[config.mk]
export PLATFORM = sky130hd
export DESIGN_NAME = sorted_record_table_unit
export DESIGN_NICKNAME = d
export VERILOG_FILES = /design/src/rtl/srt_pkg.sv /design/src/rtl/srt_ram.sv /design/src/rtl/srt_ctrl.sv /design/src/rtl/sorted_record_table_unit.sv
export SDC_FILE = /design/constraint.sdc
export NUM_CORES = 1
export LEC_CHECK = 0
export ABC_AREA = 1
export BUFFER_PORTS_ARGS = -buffer_cell sky130_fd_sc_hd__buf_2
export CAP_MARGIN = 0
export CORE_ASPECT_RATIO = 2
export CORE_MARGIN = 3
export CORE_UTILIZATION = 50
export CTS_CLUSTER_DIAMETER = 100
export DETAILED_ROUTE_END_ITERATION = 12
export PLACE_DENSITY = 0.64
export SKIP_LAST_GASP = 1
export SYNTH_ARGS = -nofsm -noshare
export SYNTH_HDL_FRONTEND = slang
export SYNTH_HIERARCHICAL = 1
export SYNTH_SLANG_ARGS = --single-unit
[constraint.sdc]
create_clock -name clk -period 6.7 [get_ports clk]
set_clock_uncertainty 0.05 [all_clocks]
set_input_delay 1.005 -clock clk [delete_from_list [all_inputs] [get_ports clk]]
set_output_delay 1.005 -clock clk [all_outputs]
set_load 0.005 [all_outputs]
[src/rtl/srt_pkg.sv]
// shared constants, types and helper functions of the sorted record table
package srt_pkg;

	localparam int TABLE_DEPTH = 16;
	localparam int IDX_W       = $clog2(TABLE_DEPTH);
	localparam int CNT_W       = $clog2(TABLE_DEPTH + 1);
	localparam int KEY_W       = 32;
	localparam int SCORE_W     = 8;
	localparam int POS_W       = 4;
	localparam int MAX_RESULTS = 16;
	localparam int N_W         = $clog2(MAX_RESULTS + 1);

	typedef enum logic [1:0] {
		CMD_INSERT = 2'd0,
		CMD_DELETE = 2'd1,
		CMD_UPDATE = 2'd2,
		CMD_LIST   = 2'd3
	} cmd_t;

	typedef enum logic [1:0] {
		ST_OK        = 2'd0,
		ST_FULL      = 2'd1,
		ST_NOT_FOUND = 2'd2,
		ST_NO_MATCH  = 2'd3
	} status_t;

	// one table entry as held in the memory
	typedef struct packed {
		logic [KEY_W-1:0]   key;
		logic [SCORE_W-1:0] score;
	} entry_t;

	// one result word handed from the sequencer to the output register
	typedef struct packed {
		logic [KEY_W-1:0]   key;
		logic [SCORE_W-1:0] score;
		logic [POS_W-1:0]   pos;
		logic               last;
		status_t            status;
	} res_t;

	// record a ranks before record b: higher score, then smaller key
	function automatic logic ranks_before(input logic [KEY_W-1:0] ka,
		input logic [SCORE_W-1:0] sa, input logic [KEY_W-1:0] kb,
		input logic [SCORE_W-1:0] sb);
		return (sa != sb) ? (sa > sb) : (ka < kb);
	endfunction

	// low bits of a slot number as reported on the result port
	function automatic logic [POS_W-1:0] to_pos(input logic [IDX_W-1:0] idx);
		logic [31:0] wide;
		wide = 32'(idx);
		return wide[POS_W-1:0];
	endfunction

endpackage

[src/rtl/srt_ram.sv]
// generic simple dual-port ram, one write and one registered read per cycle
module srt_ram #(
	parameter int WIDTH = 8,
	parameter int DEPTH = 16
) (
	input  logic                     clk,
	input  logic                     we,
	input  logic [$clog2(DEPTH)-1:0] waddr,
	input  logic [WIDTH-1:0]         wdata,
	input  logic [$clog2(DEPTH)-1:0] raddr,
	output logic [WIDTH-1:0]         rdata
);

	logic [WIDTH-1:0] mem_q [DEPTH];

	// write port
	always_ff @(posedge clk) begin
		if (we) begin
			mem_q[waddr] <= wdata;
		end
	end

	// registered read port
	always_ff @(posedge clk) begin
		rdata <= mem_q[raddr];
	end

endmodule

[src/rtl/srt_ctrl.sv]
// command sequencer: scans the table memory, shifts entries and builds results
module srt_ctrl (
	input  logic                         clk,
	input  logic                         arst_n,
	input  logic                         in_valid,
	output logic                         in_ready,
	input  logic [1:0]                   command,
	input  logic [srt_pkg::KEY_W-1:0]    key_id,
	input  logic [srt_pkg::SCORE_W-1:0]  score_value,
	output logic                         res_valid,
	output srt_pkg::res_t                res,
	input  logic                         res_ready,
	output logic                         mem_we,
	output logic [srt_pkg::IDX_W-1:0]    mem_waddr,
	output srt_pkg::entry_t              mem_wdata,
	output logic [srt_pkg::IDX_W-1:0]    mem_raddr,
	input  srt_pkg::entry_t              mem_rdata
);

	import srt_pkg::*;

	typedef enum logic [7:0] {
		S_IDLE      = 8'b0000_0001,
		S_START     = 8'b0000_0010,
		S_DEL       = 8'b0000_0100,
		S_INS_START = 8'b0000_1000,
		S_INS       = 8'b0001_0000,
		S_PLACE     = 8'b0010_0000,
		S_LST       = 8'b0100_0000,
		S_FIN       = 8'b1000_0000
	} state_t;

	state_t              state_q, state_d;
	cmd_t                cmd_q;
	logic [KEY_W-1:0]    key_q;
	logic [SCORE_W-1:0]  score_q;
	logic [IDX_W-1:0]    idx_s1, idx_d;
	logic [CNT_W-1:0]    count_q, count_d;
	logic [CNT_W-1:0]    cnt_m1;
	logic                found_q, found_d;
	logic [IDX_W-1:0]    p_q, p_d;
	res_t                pend_q, pend_d;
	logic                pend_v_q, pend_v_d;
	logic [N_W-1:0]      n_q, n_d;
	logic                last_idx;
	logic                key_hit;
	logic                score_hit;
	logic                stall;

	assign in_ready  = (state_q == S_IDLE);
	assign mem_raddr = idx_d;
	assign cnt_m1    = count_q - CNT_W'(1);
	assign last_idx  = (CNT_W'(idx_s1) == cnt_m1);
	assign key_hit   = (mem_rdata.key == key_q);
	assign score_hit = (mem_rdata.score > score_q);
	assign stall     = score_hit && pend_v_q && !res_ready;

	// next-state and memory access logic
	always_comb begin
		state_d   = state_q;
		idx_d     = idx_s1;
		count_d   = count_q;
		found_d   = found_q;
		p_d       = p_q;
		pend_d    = pend_q;
		pend_v_d  = pend_v_q;
		n_d       = n_q;
		mem_we    = 1'b0;
		mem_waddr = idx_s1;
		mem_wdata = mem_rdata;
		res_valid = 1'b0;
		res       = pend_q;
		res.last  = 1'b0;
		unique case (state_q)
			S_IDLE: begin
				if (in_valid) begin
					state_d = S_START;
				end
			end
			S_START: begin
				unique case (cmd_q) inside
					CMD_INSERT: begin
						state_d = S_INS_START;
					end
					CMD_DELETE, CMD_UPDATE: begin
						found_d = 1'b0;
						if (count_q == '0) begin
							pend_d  = '{key: key_q, score: '0, pos: '0, last: 1'b0,
								status: ST_NOT_FOUND};
							state_d = S_FIN;
						end else begin
							idx_d   = '0;
							state_d = S_DEL;
						end
					end
					default: begin
						pend_v_d = 1'b0;
						n_d      = '0;
						if (count_q == '0) begin
							pend_d  = '{key: '0, score: '0, pos: '0, last: 1'b0,
								status: ST_NO_MATCH};
							state_d = S_FIN;
						end else begin
							idx_d   = '0;
							state_d = S_LST;
						end
					end
				endcase
			end
			// forward search for the key, then pull later entries up by one
			S_DEL: begin
				idx_d = idx_s1 + 1'b1;
				if (found_q) begin
					mem_we    = 1'b1;
					mem_waddr = idx_s1 - 1'b1;
				end else if (key_hit) begin
					found_d = 1'b1;
					pend_d  = '{key: mem_rdata.key, score: mem_rdata.score,
						pos: to_pos(idx_s1), last: 1'b0, status: ST_OK};
				end
				if (last_idx) begin
					if (found_q || key_hit) begin
						count_d = cnt_m1;
						state_d = (cmd_q == CMD_UPDATE) ? S_INS_START : S_FIN;
					end else begin
						pend_d  = '{key: key_q, score: '0, pos: '0, last: 1'b0,
							status: ST_NOT_FOUND};
						state_d = S_FIN;
					end
				end
			end
			S_INS_START: begin
				if (count_q == CNT_W'(TABLE_DEPTH)) begin
					pend_d  = '{key: key_q, score: score_q, pos: '0, last: 1'b0,
						status: ST_FULL};
					state_d = S_FIN;
				end else if (count_q == '0) begin
					p_d     = '0;
					state_d = S_PLACE;
				end else begin
					idx_d   = cnt_m1[IDX_W-1:0];
					state_d = S_INS;
				end
			end
			// backward walk, pushing lower-ranked entries down by one
			S_INS: begin
				if (ranks_before(key_q, score_q, mem_rdata.key, mem_rdata.score)) begin
					mem_we    = 1'b1;
					mem_waddr = idx_s1 + 1'b1;
					if (idx_s1 == '0) begin
						p_d     = '0;
						state_d = S_PLACE;
					end else begin
						idx_d = idx_s1 - 1'b1;
					end
				end else begin
					p_d     = idx_s1 + 1'b1;
					state_d = S_PLACE;
				end
			end
			S_PLACE: begin
				mem_we    = 1'b1;
				mem_waddr = p_q;
				mem_wdata = '{key: key_q, score: score_q};
				count_d   = count_q + CNT_W'(1);
				pend_d    = '{key: key_q, score: score_q, pos: to_pos(p_q), last: 1'b0,
					status: ST_OK};
				state_d   = S_FIN;
			end
			// list scan: each new match releases the one held before it
			S_LST: begin
				if (score_hit && pend_v_q) begin
					res_valid = 1'b1;
				end
				if (!stall) begin
					idx_d = idx_s1 + 1'b1;
					if (score_hit) begin
						pend_d   = '{key: mem_rdata.key, score: mem_rdata.score,
							pos: to_pos(idx_s1), last: 1'b0, status: ST_OK};
						pend_v_d = 1'b1;
						n_d      = n_q + 1'b1;
					end
					if (last_idx || (score_hit && n_q == N_W'(MAX_RESULTS - 1))) begin
						if (!(score_hit || pend_v_q)) begin
							pend_d = '{key: '0, score: '0, pos: '0, last: 1'b0,
								status: ST_NO_MATCH};
						end
						state_d = S_FIN;
					end
				end
			end
			S_FIN: begin
				res_valid = 1'b1;
				res.last  = 1'b1;
				if (res_ready) begin
					state_d = S_IDLE;
				end
			end
			default: begin
				state_d = S_IDLE;
			end
		endcase
	end

	// control state
	always_ff @(posedge clk or negedge arst_n) begin
		if (!arst_n) begin
			state_q  <= S_IDLE;
			count_q  <= '0;
			found_q  <= 1'b0;
			pend_v_q <= 1'b0;
			n_q      <= '0;
		end else begin
			state_q  <= state_d;
			count_q  <= count_d;
			found_q  <= found_d;
			pend_v_q <= pend_v_d;
			n_q      <= n_d;
		end
	end

	// command word, scan index and pending result
	always_ff @(posedge clk) begin
		if (in_valid && in_ready) begin
			cmd_q   <= cmd_t'(command);
			key_q   <= key_id;
			score_q <= score_value;
		end
		idx_s1 <= idx_d;
		p_q    <= p_d;
		pend_q <= pend_d;
	end

endmodule

[src/rtl/sorted_record_table_unit.sv]
// Sorted record table: a table of (key, score) records kept in rank order.
// Input words (command, key_id, score_value) arrive on in_valid/in_ready,
// result words leave on out_valid/out_ready, each on its own port.
// Commands: insert, delete by key, update score, list above a threshold.
// Insert, delete and update give one word with last set; list gives one word
// per matching record in table order (at most 16) with last on the final one,
// or a single no-match word.
// The records live in one memory with a registered read; each command walks it
// one entry per cycle, reading one entry and writing the shifted one back in the
// same cycle, except while a stalled receiver holds the list scan.
// An update makes two walks over the memory, one to take the record out and
// one to put it back in rank order; every word may also wait on out_ready.
// in_ready is high only while the sequencer is idle; the output register
// lets the next command start while the previous result word waits.
// A stalled receiver holds the list scan in place until the word is taken.
// Reset empties the table at once; no clearing pass is needed.
module sorted_record_table_unit (
	input  logic        clk,
	input  logic        arst_n,
	input  logic        in_valid,
	output logic        in_ready,
	input  logic [1:0]  command,
	input  logic [31:0] key_id,
	input  logic [7:0]  score_value,
	output logic        out_valid,
	input  logic        out_ready,
	output logic [31:0] rec_key,
	output logic [7:0]  rec_score,
	output logic [3:0]  rec_position,
	output logic        last,
	output logic [1:0]  status
);

	import srt_pkg::*;

	logic               res_valid;
	res_t               res;
	logic               res_ready;
	logic               mem_we;
	logic [IDX_W-1:0]   mem_waddr;
	entry_t             mem_wdata;
	logic [IDX_W-1:0]   mem_raddr;
	entry_t             mem_rdata;
	logic               out_valid_q;
	res_t               out_q;

	srt_ctrl u_ctrl (
		.clk         (clk),
		.arst_n      (arst_n),
		.in_valid    (in_valid),
		.in_ready    (in_ready),
		.command     (command),
		.key_id      (key_id),
		.score_value (score_value),
		.res_valid   (res_valid),
		.res         (res),
		.res_ready   (res_ready),
		.mem_we      (mem_we),
		.mem_waddr   (mem_waddr),
		.mem_wdata   (mem_wdata),
		.mem_raddr   (mem_raddr),
		.mem_rdata   (mem_rdata)
	);

	srt_ram #(
		.WIDTH ($bits(entry_t)),
		.DEPTH (TABLE_DEPTH)
	) u_ram (
		.clk   (clk),
		.we    (mem_we),
		.waddr (mem_waddr),
		.wdata (mem_wdata),
		.raddr (mem_raddr),
		.rdata (mem_rdata)
	);

	// output register
	assign res_ready = !out_valid_q || out_ready;

	always_ff @(posedge clk or negedge arst_n) begin
		if (!arst_n) begin
			out_valid_q <= 1'b0;
		end else if (res_valid && res_ready) begin
			out_valid_q <= 1'b1;
		end else if (out_ready) begin
			out_valid_q <= 1'b0;
		end
	end

	always_ff @(posedge clk) begin
		if (res_valid && res_ready) begin
			out_q <= res;
		end
	end

	assign out_valid    = out_valid_q;
	assign rec_key      = out_q.key;
	assign rec_score    = out_q.score;
	assign rec_position = out_q.pos;
	assign last         = out_q.last;
	assign status       = out_q.status;

	// error and no-match words always close their command
	a_err_last: assert property (@(posedge clk) disable iff (!arst_n)
		out_valid && (status != ST_OK) |-> last)
		else $error("error status word without last");

	// an idle sequencer neither emits nor writes the table
	a_idle_quiet: assert property (@(posedge clk) disable iff (!arst_n)
		in_ready |-> !res_valid && !mem_we)
		else $error("activity while idle");

	// an accepted command takes the sequencer out of idle
	a_accept_busy: assert property (@(posedge clk) disable iff (!arst_n)
		in_valid && in_ready |=> !in_ready)
		else $error("still ready after accepting a word");

endmodule

# Word-level counts from Yosys, hierarchy flattened

Memories as Yosys holds them, arrays and structs flattened. A register that Yosys moved wholly into a read port is not among the register bits.
Index checks and enable logic that the tools add are counted.

Add/sub/neg operators: 5
Reductions and logical operators: 28
Equal/unequal tests: 30
Multiplexer cells: 71
$lt $le $gt $ge: 3

Operators by type and width:

| kind                  | number |
|---|---|
| $mux W47              | 11 |
| $pmux W47 S5          | 1 |
| $mux W8               | 12 |
| $pmux W47 S2          | 1 |
| $pmux W8 S8           | 1 |
| $mux W4               | 13 |
| $mux W40              | 1 |
| $eq A32 B32 Y1        | 1 |
| $lt A32 B32 Y1        | 1 |
| $mux W5               | 5 |
| $pmux W4 S5           | 1 |
| $pmux W5 S2           | 2 |
| $gt A8 B8 Y1          | 2 |
| $ne A2 B1 Y1 const B  | 8 |
| $pmux W8 S2           | 1 |
| $mux W1               | 15 |
| $ne A2 B2 Y1 const B  | 6 |
| $pmux W4 S3           | 1 |
| $add A5 B1 Y5 const B | 2 |
| $reduce_bool A2 Y1    | 5 |
| $eq A8 B1 Y1 const B  | 1 |
| $eq A8 B2 Y1 const B  | 1 |
| $eq A8 B3 Y1 const B  | 1 |
| $eq A8 B4 Y1 const B  | 1 |
| 32 further kinds      | 43 |

Word-level logic and storage cells: 159
Input port bits: 46
Bits in registers: 165
Output and inout port bits: 49
Bits in writable memories: 640
Memories kept: 1

Memories:

| memory      | words | bits a word | rd ports | clocked after memory_dff | write ports | RTL line      | text |
|---|---|---|---|---|---|---|---|
| u_ram.mem_q | 16    | 40          | 1        | 1                        | 1           | srt_ram.sv:14 | `logic [WIDTH-1:0] mem_q [DEPTH];` |

# Longest topological paths before layout

Gate-level depths: netlist (run 1).

Word-level depth: 6
Gate-level depth with buffers: 25

# Cells and area by module

The synthesis (run 1) kept the hierarchy.

Modules (own cells, without submodules):

| module                   | instances | area an instance (um^2) | seq. area each (um^2) | cells each |
|---|---|---|---|---|
| srt_ram                  | 1         | 28290.9                 | 20019.2               | 2643 |
| srt_ctrl                 | 1         | 9108.7                  | 3344.5                | 1290 |
| sorted_record_table_unit | 1         | 1456.4                  | 1436.4                | 53 |

# Worst setup path before layout (run 1)

OpenSTA, ideal clock, no wires.

Path type: flip-flop to flip-flop
Start point: register u_ctrl.state_q[0]
End point: register u_ctrl.pend_q (netlist bit u_ctrl/res[0]), enable pin
Clock period less this slack: 5378 ps
Buffers on the path: 2
Required time: 6134 ps
Data arrival time: 4812 ps
Slack: 1322 ps
Stages on the path, launching flop included: 8
Cells stage by stage: dfstp_2 > nor2_1 > nor3b_1 > nand2_1 > buf_2 > buf_1 > o22ai_1 > nor3b_1

Word-level cells in the longest chain between the ends: 3
Elaborated cells between the ends (all ways): 11

Ends and longest elaborated chain:

| what                                                 | RTL line        | text |
|---|---|---|
| start, declared                                      | srt_ctrl.sv:33  | `state_t state_q, state_d;` |
| start signal, assigned                               | srt_ctrl.sv:214 | `state_q <= state_d;` |
| $eq A8 B6 Y1 (tied with other cells)                 | srt_ctrl.sv:74  | `unique case (state_q)` |
| $reduce_bool A5 Y1 (no line) (tied with other cells) | -               |  |
| $reduce_and A5 Y1 (no line) *                        | -               |  |
| end signal, assigned                                 | srt_ctrl.sv:231 | `pend_q <= pend_d;` |
| end, declared                                        | srt_ctrl.sv:42  | `res_t pend_q, pend_d;` |

Every way passes the cells marked *; elsewhere a longest branch is shown, timed or not.
A chain may end at the register's enable or synchronous reset.

# Final worst setup path (run 1)

Start point: register u_ctrl.state_q[4]
End point: register u_ram.rdata[14] (read register of u_ram.mem_q)

Word-level cells in the longest chain between the ends: 2
Elaborated cells between the ends (all ways): 6

Ends and longest elaborated chain:

| what                                 | RTL line                       | text |
|---|---|---|
| $eq A8 B7 Y1 (tied with other cells) | srt_ctrl.sv:74                 |  |
| $pmux W4 S5 *                        | srt_ctrl.sv:74                 |  |
| via mem_raddr[0]                     | sorted_record_table_unit.sv:42 | `logic [IDX_W-1:0] mem_raddr;` |
| end, declared                        | srt_ram.sv:11                  | `output logic [WIDTH-1:0] rdata` |

Mark *: on every way through the listed nets, which the timed path passes. The rest lies on a longest branch.

==> impl_metrics.json, run 1 <==
{
  "status": "completed",
  "drt_wl_total_mm": 101,
  "use_met2_pct": 43.1,
  "vias": 27400,
  "cts_sinks": 844,
  "start_util_pct": 50.4,
  "die_w_um": 203,
  "ir_drop_mv": 0.463,
  "tightest_slew_ns": 1.25,
  "gr-usage-all-layers_pct": 24.7,
  "layout_setup_ws_ns": 1.80,
  "first_global_vias": 26500,
  "diodes": 0,
  "cts-root-buf": "clkbuf_16",
  "worstPathArrival_ns": 5.38,
  "dpl_worst_slack_ns": 1.96,
  "synth_fp_nets": 4082,
  "p_per_area_nw_per_um2": 393,
  "synth_area_leader_cell": "edfxtp_1",
  "end_kind": "flip-flop",
  "cts.path.max_buffers": 3,
  "nets": 4155,
  "crit_type": "flip-flop to flip-flop",
  "postLayoutCoreUtil_pct": 55.7,
  "top_usage_layer": "met2",
  "max_cap_viol_count": 0,
  "overflow": 0,
  "required_ns": 7.18,
  "cp_max_fo": 154,
  "leakage_nw": 18.4,
  "slew-limit-headroom_pct": 15.9,
  "first_iter_violations": 2487,
  "final-setup-viol-count": 0,
  "cts_resized": 0,
  "fin_area_um2": 43000,
  "hold_buffers": 0,
  "dp_hpwl_mm": 59.4,
  "postCtsSetupRepairBufs": 0,
  "cts.clk_slew.worst_paths_ns": 0.06,
  "synth_top_cells_by_area": "edfxtp_1 (60%), nand2_1 (12%), nand3_1 (7.5%)",
  "whs_ns": 0.287,
  "met1_usage_pct": 30.4,
  "antenna_found_initial": 2,
  "hold_path_class": "input pin to asynchronous set/reset pin",
  "h-tree-depth": 3,
  "timing.fmax_mhz": 204,
  "use_met3_pct": 3.16,
  "yosysUniqueCellTypes": 48,
  "postRouteAntennaNets": 0,
  "core_um2": 77100,
  "dpl_cell_area_um2": 40500,
  "num_rows": 144,
  "syn-mean-instance-area_um2": 9.75,
  "drc": 0,
  "clk_latency_ns": 0.63,
  "period_share_pct": 73.2,
  "place_congestion": 0.921,
  "ys.warnings.count": 6,
  "finalMaxSlewViolations": 0,
  "die_area_um2": 81300,
  "die_h_um": 400,
  "area_growth_pct": 10.6,
  "io_buffers": 94,
  "cts_tree": "done",
  "grt_max_degree": 203,
  "rsz0062_at_grt": "false",
  "tns_ns": 0,
  "ys_seq_area_share_pct": 63.8,
  "netlist_area_um2": 38900,
  "pin_count": 95,
  "critPathLaunchType": "flip-flop",
  "cts_buffers": 74,
  "grt_pass1_wl_mm": 154,
  "ys_ff_latch": 844,
  "fin_crit_ns": 4.90,
  "routedWlPerCell_um": 19.7,
  "layout-drive-gt1-share_pct": 8.72,
  "synth_top_area_share_pct": 60.2,
  "vias_per_cell": 5.32,
  "hold_violations": 0,
  "dr.pass1.iters": 6,
  "postSynthCellCount": 3986
}
-- path summary, 6_finish.rpt --
check	start	to	depth (start not counted)	slack (ns)
max	u_ctrl/state_q[4]	u_ram/rdata[14]	18	1.80
min	arst_n	u_ctrl/n_q[1]	1	0.29
max reg2reg	u_ctrl/state_q[4]	u_ram/rdata[14]	18	1.80
min reg2reg	u_ctrl/res[33]	rec_key[18]	0	0.40
max in group asynchronous	arst_n	u_ctrl/state_q[0]	1	5.95
min in group clk	u_ctrl/res[33]	rec_key[18]	0	0.40
-- power breakdown --
| group | switching (mW) | internal (mW) | total (mW) |
|---|---|---|---|
| Sequential | 0.349 | 6.86 | 7.21 |
| Clock | 1.93 | 2.40 | 4.33 |
| Combinational | 3.88 | 1.49 | 5.37 |
| Total | 6.15 | 10.8 | 16.9 |
-- layout make-up --
cell class,instances,area (um^2)
flip-flops and latches,844,24800
clock inverters,41,412
fillers,6737,34100
repair buffers,189,1260
multi-input cells,2297,10700
well taps,1022,1280
inverters,653,2460
clock buffers,94,2030
-- logic make-up after synthesis --
| kind of cell | share of synthesized area [%] |
|---|---|
| flip-flops | 63.8 |
| adder cells (fa/ha/maj) | 1.61 |
| XOR/XNOR | 0.377 |
| AO/OA/AOI/OAI | 3.35 |
| AND/OR/NAND/NOR | 21.8 |
| buffers and inverters | 9.05 |
-- cells in the mapped netlist (all sizes together) --
| master | number |
|---|---|
| dfstp | 1 |
| dfxtp | 44 |
| a22oi | 1 |
| a31o | 2 |
| inv | 651 |
| o2111ai | 4 |
| dfrtp | 20 |
| nor2 | 143 |
| a211oi | 1 |
| a21oi | 65 |
| o311ai | 1 |
| nand4 | 22 |
| nor3 | 10 |
| nor3b | 3 |
| o21bai | 22 |
| a21o | 1 |
| nand2 | 1215 |
| or2 | 2 |
| ha | 50 |
| o21ai | 119 |
| edfxtp | 779 |
| buf | 134 |
| o22ai | 2 |
| and3 | 2 |
| xnor2 | 5 |
| nand3 | 583 |
| clkbuf | 58 |
| xor2 | 10 |
| clkinv | 2 |
| nand3b | 19 |
| a221oi | 1 |
| o211ai | 14 |
-- critical path: stages (launching register included) --
cell	delay, ns
dfrtp_1	0.39
nor2_1	0.22
nand3_1	0.12
inv_2	0.11
nand4_2	0.66
nand2_1	0.23
nor2_1	0.10
nor2_1	0.21
nand2_1	0.08
o21ai_0	0.38
nand3_4	0.29
inv_8	0.67
buf_4	0.43
nand2_1	0.09
nand2_1	0.07
nand2_1	0.05
nand3_1	0.13
nand3_1	0.08
nand2_1	0.22
-- cells in the final DEF, fill, tap and decap left out, drive strengths merged, types with 20 or more instances in the layout --
| cell type | instances |
|---|---|
| clkinv | 28 |
| ha | 50 |
| nand2 | 1215 |
| a21oi | 65 |
| nor2 | 143 |
| clkbuf | 94 |
| dfxtp | 44 |
| inv | 654 |
| o21ai | 119 |
| buf | 189 |
| edfxtp | 779 |
| dfrtp | 20 |
| o21bai | 22 |
| nand3 | 583 |
| nand4 | 22 |
-- flip-flops by register name, summed over array words and instances (netlist names) --
register and count:
u_ctrl/cmd_q 2, u_ctrl/state_q 8, rec_score 8, u_ram/rdata 40
rec_position 4, u_ctrl/score_q 8, u_ctrl/found_q 1, u_ctrl/pend_v_q 1
u_ctrl/n_q 5, u_ctrl/idx_s1 4, u_ctrl/res 46, status 2
last 1, u_ctrl/count_q 5, out_valid 1, rec_key 32
u_ctrl/key_q 32, u_ctrl/p_q 4, u_ram/mem_q 640
-- per-stage QoR --
stage	power (mW)	instances
final	16.9	5140
after global routing	17.8	5140
after CTS	17.0	5140
after detailed placement	12.6	5005
after global placement	12.6	5005
after floorplan	10.8	3986
-- layer usage --
layer | up-vias | routed length (um)
met2 | 1045 | 51400
met3 | 269 | 6490
met4 | 2 | 4740
li1 | 13100 | -
met1 | 12900 | 38800
met5 | - | 17
(Power assumes the default switching activity.)
==> inputs of run 2 (changes only) <==
- clock period: 6.7 -> 5 ns (I/O delays scaled with it)
==> impl_metrics.json, run 2 (synthesized netlist as in run 1, its figures left out) <==
{
  "vias": 27600,
  "fin_area_um2": 43200,
  "tns_ns": 0,
  "vias_per_cell": 5.36,
  "slew-limit-headroom_pct": 20.4,
  "largest_register_ffs": 640,
  "top_register": "u_ram/mem_q",
  "hold_buffers": 0,
  "p_per_area_nw_per_um2": 522,
  "num_rows": 144,
  "hold_path_class": "input pin to asynchronous set/reset pin",
  "dr.pass1.iters": 8,
  "dpl_cell_area_um2": 40900,
  "ir_drop_mv": 0.352,
  "end_kind": "flip-flop",
  "cp_max_fo": 42,
  "crit_top_cell": "nand2_1",
  "postLayoutCoreUtil_pct": 56.0,
  "worstPathArrival_ns": 4.80,
  "drt_wl_total_mm": 103,
  "path_buf_inv": 4,
  "final_cell_mix": "nand2_1 (1209), edfxtp_1 (779), inv_1 (635)",
  "cts-root-buf": "clkbuf_16",
  "layout_commonest_cell": "nand2_1",
  "core_um2": 77100,
  "clk_latency_ns": 0.64,
  "cts_sinks": 844,
  "io_buffers": 94,
  "antenna_found_initial": 1,
  "crit_type": "flip-flop to flip-flop",
  "critPathLaunchType": "flip-flop",
  "area_growth_pct": 11.1,
  "hold_violations": 0,
  "layout-drive-gt1-share_pct": 8.71,
  "status": "completed",
  "fin_crit_ns": 4.33,
  "start_util_pct": 50.4,
  "grt_pass1_wl_mm": 155,
  "gr-usage-all-layers_pct": 25.1,
  "overflow": 0,
  "die_w_um": 203,
  "postCtsSetupRepairBufs": 0,
  "whs_ns": 0.0432,
  "cts.clk_slew.worst_paths_ns": 0.07,
  "diodes": 0,
  "postRouteAntennaNets": 0,
  "crit_slowest_cell": "inv_6",
  "pin_count": 95,
  "final-setup-viol-count": 0,
  "filler_cell_count": 6772,
  "first_iter_violations": 2214,
  "cp_cell_sequence": "inv_1 -> ha_1 -> nand2_1 -> nor2_1 -> nand2_1 -> inv_1 -> nand2_1 -> nand2_1 -> nand2_1 -> nand2_1 -> nand2_1 -> nand2_1 -> nand2_1 -> nand2_1 -> nand3_4 -> inv_6 -> buf_12 -> nand3_1 -> nand3_1 -> nand3_1 -> nand2_1",
  "cts_buffers": 71,
  "timing.fmax_mhz": 231,
  "grt_max_degree": 114,
  "dp_hpwl_mm": 59.4,
  "die_area_um2": 81300,
  "slowest_delay_ns": 0.51,
  "period_share_pct": 86.6,
  "h-tree-depth": 3,
  "drc": 0,
  "cts.path.max_buffers": 3,
  "path_delay_family": "simple AND/OR/NAND/NOR gates",
  "nets": 4161,
  "cts_resized": 0,
  "finalMaxSlewViolations": 0,
  "max_cap_viol_count": 0,
  "rsz0062_at_grt": "false",
  "place_congestion": 0.918,
  "leakage_nw": 18.5,
  "routedWlPerCell_um": 20.1,
  "die_h_um": 400,
  "first_global_vias": 26300,
  "cts_tree": "done",
  "required_ns": 5.47,
  "tightest_slew_ns": 1.19
}
==> run 2: cell types whose count changed in the layout (fill, tap and decap cells not counted), moves of 2 or more <==
cell / delta
clkbuf_1: +3
buf_4: -10
clkinv_2: -2
clkbuf_8: -4
buf_12: +19
==> run 2: stage by stage <==
step	power [mW]	std cells	setup slack, ns
after floorplan	14.5	3986	0.451
after global placement	17.0	5014	0.746
after detailed placement	17.0	5014	0.728
after CTS	22.6	5143	0.711
after global routing	23.8	5143	0.512
final	22.5	5143	0.669
==> run 2: final timing paths <==
path / cells after the start / to / slack [ns] / start
worst max-delay path: 21 / u_ram/rdata[38] / 0.67 / u_ram/rdata[20]
min in group clk: 1 / u_ctrl/score_q[2] / 0.24 / score_value[2]
max in group asynchronous: 1 / u_ctrl/state_q[0] / 4.48 / arst_n
worst max register to register: 21 / u_ram/rdata[38] / 0.67 / u_ram/rdata[20]
worst min register to register: 0 / rec_key[22] / 0.41 / u_ctrl/res[37]
worst min-delay path: 1 / u_ctrl/count_q[0] / 0.04 / arst_n
==> run 2: metal layers <==
layer | routed length (um) | vias to the layer above | part of all wire, % | GRT usage (%)
met2 | 51700 | 1129 | 50 | 43.7
met4 | 4130 | 0 | 4.0 | 10.6
met1 | 40000 | 13000 | 39 | 31.6
li1 | - | 13100 | - | -
met5 | 0 | - | 0 | 0
met3 | 7370 | 249 | 7.1 | 3.24
==> run 2: power breakdown <==
part / internal [mW] / leakage, nW / switching, mW
registers: 9.20 / 7.69 / 0.471
logic: 2.08 / 9.68 / 5.20
clock network: 3.05 / 1.11 / 2.53
==> run 2: cell type report <==
class                           count  area [um^2]  area share (%)
Multi-Input combinational cell   2297        10700            24.9
Inverter                          653         2460            5.71
Sequential cell                   844        24800            57.5
Tap cell                         1022         1280            2.96
Clock inverter                     37          342           0.792
Clock buffer                       92         1960            4.54
Timing Repair Buffer              198         1560            3.62
